[src/rtl/rsbs_pkg.sv]
`timescale 1ns / 1ps
// Shared types, constants and helpers for the retransmit slot backoff scheduler.
// No dependencies; every other file imports this package.
package rsbs_pkg;

  // Table size and derived widths.
  localparam int SLOTS       = 4;
  localparam int SLOT_W      = (SLOTS > 1) ? $clog2(SLOTS) : 1;
  localparam int MAX_RESULTS = 4;
  localparam int SEND_CNT_W  = $clog2(MAX_RESULTS + 1);

  // Backoff arithmetic widths.
  localparam int DIV_W  = 15;
  localparam int SPAN_W = 12;
  localparam logic [DIV_W-1:0] RAND_TOP = 15'd32767;
  localparam logic [3:0] COUNT_MAX = 4'd15;

  // Configuration port.
  localparam int CFG_IDX_W  = 2;
  localparam int CFG_DATA_W = 8;
  localparam logic [CFG_IDX_W-1:0] CFG_RETRY_LIMIT  = 2'd0;
  localparam logic [CFG_IDX_W-1:0] CFG_FIRST_DELAY  = 2'd1;
  localparam logic [CFG_IDX_W-1:0] CFG_RETRY_DELAY  = 2'd2;
  localparam logic [CFG_IDX_W-1:0] CFG_BACKOFF_STEP = 2'd3;

  // Register reset values.
  localparam logic [3:0] RETRY_LIMIT_RST  = 4'd10;
  localparam logic [7:0] FIRST_DELAY_RST  = 8'd5;
  localparam logic [7:0] RETRY_DELAY_RST  = 8'd15;
  localparam logic [7:0] BACKOFF_STEP_RST = 8'd128;

  // Action codes of an input word.
  localparam logic [1:0] ACT_TICK = 2'd0;
  localparam logic [1:0] ACT_REQ  = 2'd1;
  localparam logic [1:0] ACT_CONF = 2'd2;

  // Event codes of a result word.
  localparam logic [2:0] EV_SEND    = 3'd0;
  localparam logic [2:0] EV_ACCEPT  = 3'd1;
  localparam logic [2:0] EV_FULL    = 3'd2;
  localparam logic [2:0] EV_FREED   = 3'd3;
  localparam logic [2:0] EV_RESCHED = 3'd4;
  localparam logic [2:0] EV_NONE    = 3'd5;

  typedef struct packed {
    logic [1:0]  action;
    logic [15:0] now_count;
    logic [3:0]  slot_index;
    logic [1:0]  tx_status;
    logic [14:0] random_value;
  } in_word_t;

  typedef struct packed {
    logic [2:0]  event_kind;
    logic [3:0]  out_slot;
    logic [15:0] due_count;
    logic        last;
  } out_word_t;

  // Builds one result word.
  function automatic out_word_t make_word(logic [2:0] kind, logic [3:0] slot,
                                          logic [15:0] due, logic fin);
    out_word_t w;
    w.event_kind = kind;
    w.out_slot   = slot;
    w.due_count  = due;
    w.last       = fin;
    return w;
  endfunction

endpackage

[src/rtl/rsbs_div.sv]
`timescale 1ns / 1ps
// Iterative restoring divider, one quotient bit per cycle.
// Depends on rsbs_pkg for the operand width.
module rsbs_div import rsbs_pkg::*; (
  input  logic             clk,
  input  logic             rst_n,
  input  logic             go,
  input  logic [DIV_W-1:0] dividend,
  input  logic [DIV_W-1:0] divisor,
  output logic             done,
  output logic [DIV_W-1:0] quot
);

  localparam int STEP_W = $clog2(DIV_W);

  logic              run_r;
  logic              done_r;
  logic [STEP_W-1:0] step_r;
  logic [DIV_W-1:0]  dvd_r;
  logic [DIV_W-1:0]  dvs_r;
  logic [DIV_W-1:0]  rem_r;
  logic [DIV_W:0]    trial;
  logic [DIV_W:0]    diff;
  logic              fits;

  // Trial subtraction of the divisor from the shifted remainder.
  always_comb begin
    trial = {rem_r, dvd_r[DIV_W-1]};
    diff  = trial - {1'b0, dvs_r};
    fits  = ~diff[DIV_W];
  end

  // Quotient bits shift into the dividend register as it empties.
  always_ff @(posedge clk) begin
    if (!rst_n) begin
      run_r  <= 1'b0;
      done_r <= 1'b0;
      step_r <= '0;
    end else begin
      done_r <= 1'b0;
      if (go) begin
        run_r  <= 1'b1;
        step_r <= '0;
        dvd_r  <= dividend;
        dvs_r  <= divisor;
        rem_r  <= '0;
      end else if (run_r) begin
        rem_r  <= fits ? diff[DIV_W-1:0] : trial[DIV_W-1:0];
        dvd_r  <= {dvd_r[DIV_W-2:0], fits};
        step_r <= step_r + 1'b1;
        if (step_r == STEP_W'(DIV_W - 1)) begin
          run_r  <= 1'b0;
          done_r <= 1'b1;
        end
      end
    end
  end

  assign done = done_r;
  assign quot = dvd_r;

endmodule

[src/rtl/retransmit_slot_backoff_scheduler_unit.sv]
`timescale 1ns / 1ps
// Top level of the retransmit slot scheduler: slot table, sequencer, config registers.
// Depends on rsbs_pkg and rsbs_div.
//
//  channel | ports                                 | handshake
//  --------+---------------------------------------+----------------------------------
//  input   | start, busy, in_word                  | word taken when start & !busy
//  result  | out_strobe, out_word                  | one cycle per word, no back-pressure
//  config  | cfg_valid, cfg_ready, cfg_index, data | write when cfg_valid & cfg_ready
//
// A tick walks the slot table one slot per cycle, then gives its final word.
// A request or a failed confirmation that reschedules runs two 15-step divisions
// in the shared divider, skipping both when the backoff step is zero; other
// requests and confirmations are answered straight from idle. Results are registered.
// Reset is synchronous, active low, clears the slot table and loads the config reset values.
// The receiver cannot stall, so results are never held back.
module retransmit_slot_backoff_scheduler_unit import rsbs_pkg::*; (
  input  logic                  clk,
  input  logic                  rst_n,
  input  logic                  start,
  output logic                  busy,
  input  in_word_t              in_word,
  output logic                  out_strobe,
  output out_word_t             out_word,
  input  logic                  cfg_valid,
  output logic                  cfg_ready,
  input  logic [CFG_IDX_W-1:0]  cfg_index,
  input  logic [CFG_DATA_W-1:0] cfg_data
);

  typedef enum logic [2:0] {
    S_IDLE, S_TICK, S_TICK_END, S_SPAN, S_DIV1, S_DIV2, S_FINISH
  } state_t;

  state_t                state_r;
  in_word_t              item_r;
  logic [SLOT_W-1:0]     idx_r;
  logic [SEND_CNT_W-1:0] sent_r;
  logic                  pend_v_r;
  logic [SLOT_W-1:0]     pend_slot_r;
  logic [3:0]            count_r;
  logic [7:0]            base_r;
  logic [DIV_W-1:0]      bo_r;
  logic                  is_req_r;
  logic                  div_go_r;
  logic [DIV_W-1:0]      div_dvd_r;
  logic [DIV_W-1:0]      div_dvs_r;
  logic                  out_strobe_r;
  out_word_t             out_word_r;

  logic [3:0]  retry_limit_r;
  logic [7:0]  first_delay_r;
  logic [7:0]  retry_delay_r;
  logic [7:0]  backoff_step_r;

  logic        busy_r [SLOTS];
  logic [3:0]  cnt_r  [SLOTS];
  logic [15:0] cd_r   [SLOTS];

  logic              free_found;
  logic [SLOT_W-1:0] free_slot;
  logic [SLOT_W-1:0] conf_idx;
  logic              conf_ok;
  logic [3:0]        conf_cnt;
  logic              resched;
  logic [SPAN_W-1:0] span;
  logic              div_done;
  logic [DIV_W-1:0]  div_quot;
  logic [DIV_W-1:0]  q_adj;
  logic [15:0]       cur_cd;
  logic              tick_due;
  logic [15:0]       due;

  // Shared serial divider for both backoff divisions.
  rsbs_div u_div (
    .clk      (clk),
    .rst_n    (rst_n),
    .go       (div_go_r),
    .dividend (div_dvd_r),
    .divisor  (div_dvs_r),
    .done     (div_done),
    .quot     (div_quot)
  );

  // Lowest free slot.
  always_comb begin
    free_found = 1'b0;
    free_slot  = '0;
    for (int i = SLOTS - 1; i >= 0; i--) begin
      if (!busy_r[i]) begin
        free_found = 1'b1;
        free_slot  = SLOT_W'(i);
      end
    end
  end

  // Confirmation checks and the saturating attempt count.
  always_comb begin
    conf_idx = in_word.slot_index[SLOT_W-1:0];
    conf_ok  = (32'(in_word.slot_index) < SLOTS) && busy_r[conf_idx];
    conf_cnt = (cnt_r[conf_idx] == COUNT_MAX) ? COUNT_MAX : cnt_r[conf_idx] + 4'd1;
    resched  = in_word.tx_status[1] && (conf_cnt < retry_limit_r);
  end

  // Backoff span, divisor guard, tick compare and new schedule sum.
  always_comb begin
    span     = {4'b0, backoff_step_r} * {8'b0, count_r};
    q_adj    = (div_quot == '0) ? DIV_W'(1) : div_quot;
    cur_cd   = cd_r[idx_r];
    tick_due = cur_cd <= item_r.now_count;
    due      = item_r.now_count + {8'b0, base_r} + {1'b0, bo_r};
  end

  // Sequencer, slot table, configuration registers and result register.
  always_ff @(posedge clk) begin
    if (!rst_n) begin
      state_r        <= S_IDLE;
      out_strobe_r   <= 1'b0;
      div_go_r       <= 1'b0;
      pend_v_r       <= 1'b0;
      sent_r         <= '0;
      retry_limit_r  <= RETRY_LIMIT_RST;
      first_delay_r  <= FIRST_DELAY_RST;
      retry_delay_r  <= RETRY_DELAY_RST;
      backoff_step_r <= BACKOFF_STEP_RST;
      for (int i = 0; i < SLOTS; i++) begin
        busy_r[i] <= 1'b0;
        cnt_r[i]  <= '0;
        cd_r[i]   <= '0;
      end
    end else begin
      out_strobe_r <= 1'b0;
      div_go_r     <= 1'b0;

      if (cfg_valid && cfg_ready) begin
        case (cfg_index)
          CFG_RETRY_LIMIT:  retry_limit_r  <= cfg_data[3:0];
          CFG_FIRST_DELAY:  first_delay_r  <= cfg_data;
          CFG_RETRY_DELAY:  retry_delay_r  <= cfg_data;
          CFG_BACKOFF_STEP: backoff_step_r <= cfg_data;
          default: ;
        endcase
      end

      case (state_r)
        S_IDLE: begin
          if (start) begin
            item_r <= in_word;
            case (in_word.action)
              ACT_TICK: begin
                idx_r    <= '0;
                sent_r   <= '0;
                pend_v_r <= 1'b0;
                state_r  <= S_TICK;
              end
              ACT_REQ: begin
                if (free_found) begin
                  idx_r    <= free_slot;
                  count_r  <= 4'd1;
                  base_r   <= first_delay_r;
                  is_req_r <= 1'b1;
                  state_r  <= S_SPAN;
                end else begin
                  out_strobe_r <= 1'b1;
                  out_word_r   <= make_word(EV_FULL, 4'd0, 16'd0, 1'b1);
                end
              end
              ACT_CONF: begin
                if (!conf_ok) begin
                  out_strobe_r <= 1'b1;
                  out_word_r   <= make_word(EV_NONE, in_word.slot_index, 16'd0, 1'b1);
                end else begin
                  cnt_r[conf_idx] <= conf_cnt;
                  if (resched) begin
                    idx_r    <= conf_idx;
                    count_r  <= conf_cnt;
                    base_r   <= retry_delay_r;
                    is_req_r <= 1'b0;
                    state_r  <= S_SPAN;
                  end else begin
                    busy_r[conf_idx] <= 1'b0;
                    cd_r[conf_idx]   <= '0;
                    out_strobe_r     <= 1'b1;
                    out_word_r <= make_word(EV_FREED, in_word.slot_index, 16'd0, 1'b1);
                  end
                end
              end
              default: begin
                out_strobe_r <= 1'b1;
                out_word_r   <= make_word(EV_NONE, 4'd0, 16'd0, 1'b1);
              end
            endcase
          end
        end

        // One slot per cycle; a send word is held back one find so that the
        // final one can carry the last flag.
        S_TICK: begin
          if (busy_r[idx_r] && (cur_cd != '0)) begin
            if (tick_due) begin
              if (sent_r < SEND_CNT_W'(MAX_RESULTS)) begin
                if (pend_v_r) begin
                  out_strobe_r <= 1'b1;
                  out_word_r   <= make_word(EV_SEND, 4'(pend_slot_r), 16'd0, 1'b0);
                end
                pend_slot_r <= idx_r;
                pend_v_r    <= 1'b1;
                sent_r      <= sent_r + 1'b1;
                cd_r[idx_r] <= '0;
              end else begin
                cd_r[idx_r] <= 16'd1;
              end
            end else begin
              cd_r[idx_r] <= cur_cd - item_r.now_count;
            end
          end
          if (idx_r == SLOT_W'(SLOTS - 1)) begin
            state_r <= S_TICK_END;
          end else begin
            idx_r <= idx_r + 1'b1;
          end
        end

        S_TICK_END: begin
          out_strobe_r <= 1'b1;
          if (pend_v_r) begin
            out_word_r <= make_word(EV_SEND, 4'(pend_slot_r), 16'd0, 1'b1);
          end else begin
            out_word_r <= make_word(EV_NONE, 4'd0, 16'd0, 1'b1);
          end
          state_r <= S_IDLE;
        end

        // First division: 32767 / span, skipped when the span is zero.
        S_SPAN: begin
          if (span == '0) begin
            bo_r    <= '0;
            state_r <= S_FINISH;
          end else begin
            div_go_r  <= 1'b1;
            div_dvd_r <= RAND_TOP;
            div_dvs_r <= DIV_W'(span);
            state_r   <= S_DIV1;
          end
        end

        // Second division: random value over the first quotient.
        S_DIV1: begin
          if (div_done) begin
            div_go_r  <= 1'b1;
            div_dvd_r <= item_r.random_value;
            div_dvs_r <= q_adj;
            state_r   <= S_DIV2;
          end
        end

        S_DIV2: begin
          if (div_done) begin
            bo_r    <= div_quot;
            state_r <= S_FINISH;
          end
        end

        S_FINISH: begin
          cd_r[idx_r]  <= due;
          out_strobe_r <= 1'b1;
          if (is_req_r) begin
            busy_r[idx_r] <= 1'b1;
            cnt_r[idx_r]  <= 4'd1;
            out_word_r    <= make_word(EV_ACCEPT, 4'(idx_r), due, 1'b1);
          end else begin
            out_word_r    <= make_word(EV_RESCHED, 4'(idx_r), due, 1'b1);
          end
          state_r <= S_IDLE;
        end

        default: state_r <= S_IDLE;
      endcase
    end
  end

  assign busy       = (state_r != S_IDLE);
  assign cfg_ready  = 1'b1;
  assign out_strobe = out_strobe_r;
  assign out_word   = out_word_r;

endmodule

[config.mk]
export PLATFORM = sky130hd
export DESIGN_NAME = retransmit_slot_backoff_scheduler_unit
export DESIGN_NICKNAME = d
export VERILOG_FILES = /design/src/rtl/rsbs_pkg.sv /design/src/rtl/rsbs_div.sv /design/src/rtl/retransmit_slot_backoff_scheduler_unit.sv
export SDC_FILE = /design/constraint.sdc
export NUM_CORES = 1
export LEC_CHECK = 0
export BUFFER_PORTS_ARGS = -buffer_cell sky130_fd_sc_hd__buf_2
export CAP_MARGIN = 20
export CORE_MARGIN = 2
export CORE_UTILIZATION = 35
export CTS_BUF_LIST = sky130_fd_sc_hd__clkbuf_16
export CTS_CLUSTER_SIZE = 10
export DETAILED_ROUTE_END_ITERATION = 7
export GPL_TIMING_DRIVEN = 1
export SLEW_MARGIN = 20
export SYNTH_ARGS = -nofsm -noshare
export SYNTH_HDL_FRONTEND = slang
export SYNTH_SLANG_ARGS = --single-unit
[constraint.sdc]
create_clock -name clk -period 14 [get_ports clk]
set_input_delay 2.8 -clock clk [delete_from_list [all_inputs] [get_ports clk]]
set_output_delay 2.8 -clock clk [all_outputs]
set_load 0.01 [all_outputs]
==> flow_metrics.py <==
metrics = {
    "clock_tree": {
        "cts_tree": "built",
        "clock_sinks": 291,
        "htreeDepth": 2,
        "cts-hold-fix-buffers": 0,
        "clk-insertion-delay-late_ps": 530,
        "clk_pin_slew_ps": 50,
        "cts_resized": 0,
        "cts_setup_buffers": 0,
        "cts-buffers-inserted": 36,
        "clockBufferDepth": 3,
        "ctsRootBufferMaster": "clkbuf_16",
    },
    "drt": {
        "drtAntennaViolNets": 0,
        "drc": 0,
        "vias": 10400,
        "drt-total-wl_um": 35700,
        "drtIter0Drc": 747,
        "dr.pass1.iters": 5,
        "viasPerCell": 5.10,
        "wl_per_cell_um": 17.5,
    },
    "yosys": {
        "synth.area.top_cells": "edfxtp_1 47%, ha_1 6.5%, dfxtp_1 6.1%",
        "yosysSeqAreaShare_pct": 52.8,
        "syn_avg_cell_area_um2": 11.5,
        "synth_largest_area_cell": "edfxtp_1",
        "synth_top_flop_cell": "edfxtp_1",
        "netlist_area_um2": 15600,
        "synth_common_cells": "243 x edfxtp_1, 127 x nand2_1, 116 x nor2_1",
        "synth-seq-cells": 291,
        "netlist.area_leader.share_pct": 46.7,
        "synth_edf_count": 243,
        "synth_most_common_cell": "edfxtp_1",
        "synth-async-reset-ratio_pct": 0,
        "synth.distinct_cells": 71,
        "synthCells": 1355,
        "ys.warnings.count": 0,
        "syn_nets": 1512,
    },
    "flow_run": {
        "drv_cap": 0,
    },
    "hold_path": {
        "whs_endpoint": "u_div.dvs_r[11]$_DFFE_PP_",
        "hold_depth": 0,
        "hold_path.class": "reg2reg",
        "hp-start": "div_dvs_r[11]$_DFFE_PP_",
    },
    "placed_design": {
        "gp_congestion": 0.864,
        "dp_hpwl_um": 25800,
        "port_buffers": 77,
    },
    "cells_and_area": {
        "final_util_pct": 39.9,
        "diodes": 0,
        "drive_above_1_share_pct": 15.6,
        "area.growth.synth_to_final_pct": 12.7,
        "nNetsFinal": 1587,
    },
    "timing": {
        "setup_viol": 0,
        "relSlewSlack_pct": 32.6,
        "fin_crit_sh_pct": 48.6,
        "fmax_mhz": 147,
        "period_minus_slack_ps": 6800,
        "finalSetupTns_ps": 0,
        "drv_slew": 0,
        "hold_viol": 0,
        "tightest_slew_ps": 1000,
        "rsz0062_at_grt": "false",
        "fin_skew_ps": 19.1,
        "fin_hold_ws_ps": 418,
    },
    "critical_path": {
        "crit_type": "in2reg",
        "reg2reg_from": "count_r[2]$_SDFFCE_PN0P_",
        "rr_endpoint": "div_dvs_r[6]$_DFFE_PP_",
        "end_kind": "flip-flop",
        "critPathLaunchType": "primary input",
        "r2r_setup_slack_ps": 9300,
        "reg2reg_depth": 14,
        "cp_max_fo": 17,
        "required_ps": 14140,
        "arrival_ps": 6950,
    },
    "floorplan": {
        "die_h_um": 215,
        "io_pins": 80,
        "core_area_um2": 44100,
        "die_w_um": 215,
        "die-area_um2": 46400,
        "rows": 77,
        "initial_core_util_pct": 35.4,
    },
    "power_and_ir_drop": {
        "powerDensity_nw_per_um2": 115,
        "vdd_drop_max_uv": 72.1,
        "power.leakage_nw": 6.81,
    },
    "grt": {
        "antenna_found_initial": 0,
        "grt_overflow": 0,
        "grt_pass1_wl_um": 56500,
        "grt_max_degree": 69,
        "first_global_vias": 10300,
        "grt_usage_pct": 15.5,
    },
    "status": {
        "status": "completed",
    },
}
==> stage by stage <==
step	worst slack, ps	cells	area, µm²	power, W
floorplan	7310	1355	15600	0.00116
global placement	6780	1984	16600	0.00123
detailed placement	6690	1984	16600	0.00123
CTS	7230	2038	17600	0.00206
global route	6900	2038	17600	0.00212
finish	7200	2038	17600	0.00203
==> state kept, by name, indices dropped and copies added, names as in the netlist, 4 cells and up, named ones only <==
name and flops:
first_delay_r 8, u_div.dvs_r 15, u_div.quot 15, retry_limit_r 4, busy_r 4, bo_r 15
item_r 31, backoff_step_r 8, u_div.rem_r 15, cnt_r 16, count_r 4, div_dvd_r 15
div_dvs_r 15, out_word 24, cd_r 64, base_r 8, retry_delay_r 8, u_div.step_r 4
==> final cells by class <==
cell class              count  area [µm²]
fillers                  4271       26500
flip-flops and latches    291        8260
multi-input cells         916        6770
clock buffers              38         951
well taps                 592         741
repair buffers             89         475
inverters                  96         360
clock inverters            16        65.1
==> logic make-up (layout without fill, tap and decap cells) <==
family	count (synthesis)	in the layout	share of synthesized area [%]
buf+inv	148	239	4.03
xor+xnor	46	46	2.58
other cells	1	1	0.0240
mux	57	57	5.60
flops	291	291	52.8
simple gates	484	484	15.4
compound gates	224	224	10.1
fa+ha+maj	104	104	9.43
==> power by group <==
group	switching [W]	leakage, nW	total, W	internal (W)
clock network	0.000339	0.544	0.000820	0.000481
logic	0.000142	3.62	0.000235	0.0000929
registers	0.0000156	2.64	0.000979	0.000963
==> critical path, cell delays in order <==
cell and delay [ps]:
buf_2 260, mux4_2 600, ha_1 260, nand2b_1 150
mux2i_1 190, inv_1 90, ha_1 280, o21ai_0 90
a22o_1 310, or3_1 430, o21ai_2 140, nand2_1 490
nand2_1 830
==> cells in the final DEF (no fill, tap or decap), drive strengths merged, types with 11 or more instances in the layout <==
master  synthesis  routed
inv            96     107
a22oi          18      18
edfxtp        243     243
o21ai          47      47
buf            16      89
a21boi         11      11
nor2b          22      22
nor2          125     125
xnor2          34      34
mux2           24      24
mux4           22      22
fa             23      23
a211oi         11      11
nand4          11      11
and3           29      29
ha             81      81
a21oi          59      59
clkbuf         36      38
xor2           12      12
nor3           30      30
nand2b         30      30
nand2         127     127
mux2i          11      11
o211ai         11      11
nand3          39      39
and2           27      27
dfxtp          48      48
o21a           15      15
==> routing by layer <==
metal	GRT usage, %	wire [µm]	share of wire (%)
met1	21.7	16800	47
met2	24.3	16000	45
met3	3.03	1960	5.5
met4	4.94	975	2.7
met5	0	0	0
==> how the worst max path moves through the flow <==
stage | from | endpoint | slack [ps] | cells after the start
global placement | in_word[17] | cd_r[0][1]$_SDFFCE_PN0P_ | 6780 | 13
detailed placement | in_word[17] | cd_r[0][1]$_SDFFCE_PN0P_ | 6690 | 13
finish | in_word[17] | cd_r[0][5]$_SDFFCE_PN0P_ | 7200 | 13
floorplan | in_word[17] | out_word[0]$_DFFE_PP_ | 7310 | 14
CTS | in_word[17] | cd_r[0][5]$_SDFFCE_PN0P_ | 7230 | 13
global route | in_word[17] | cd_r[0][5]$_SDFFCE_PN0P_ | 6900 | 13
Note: power is estimated with default switching activity, not from simulation.
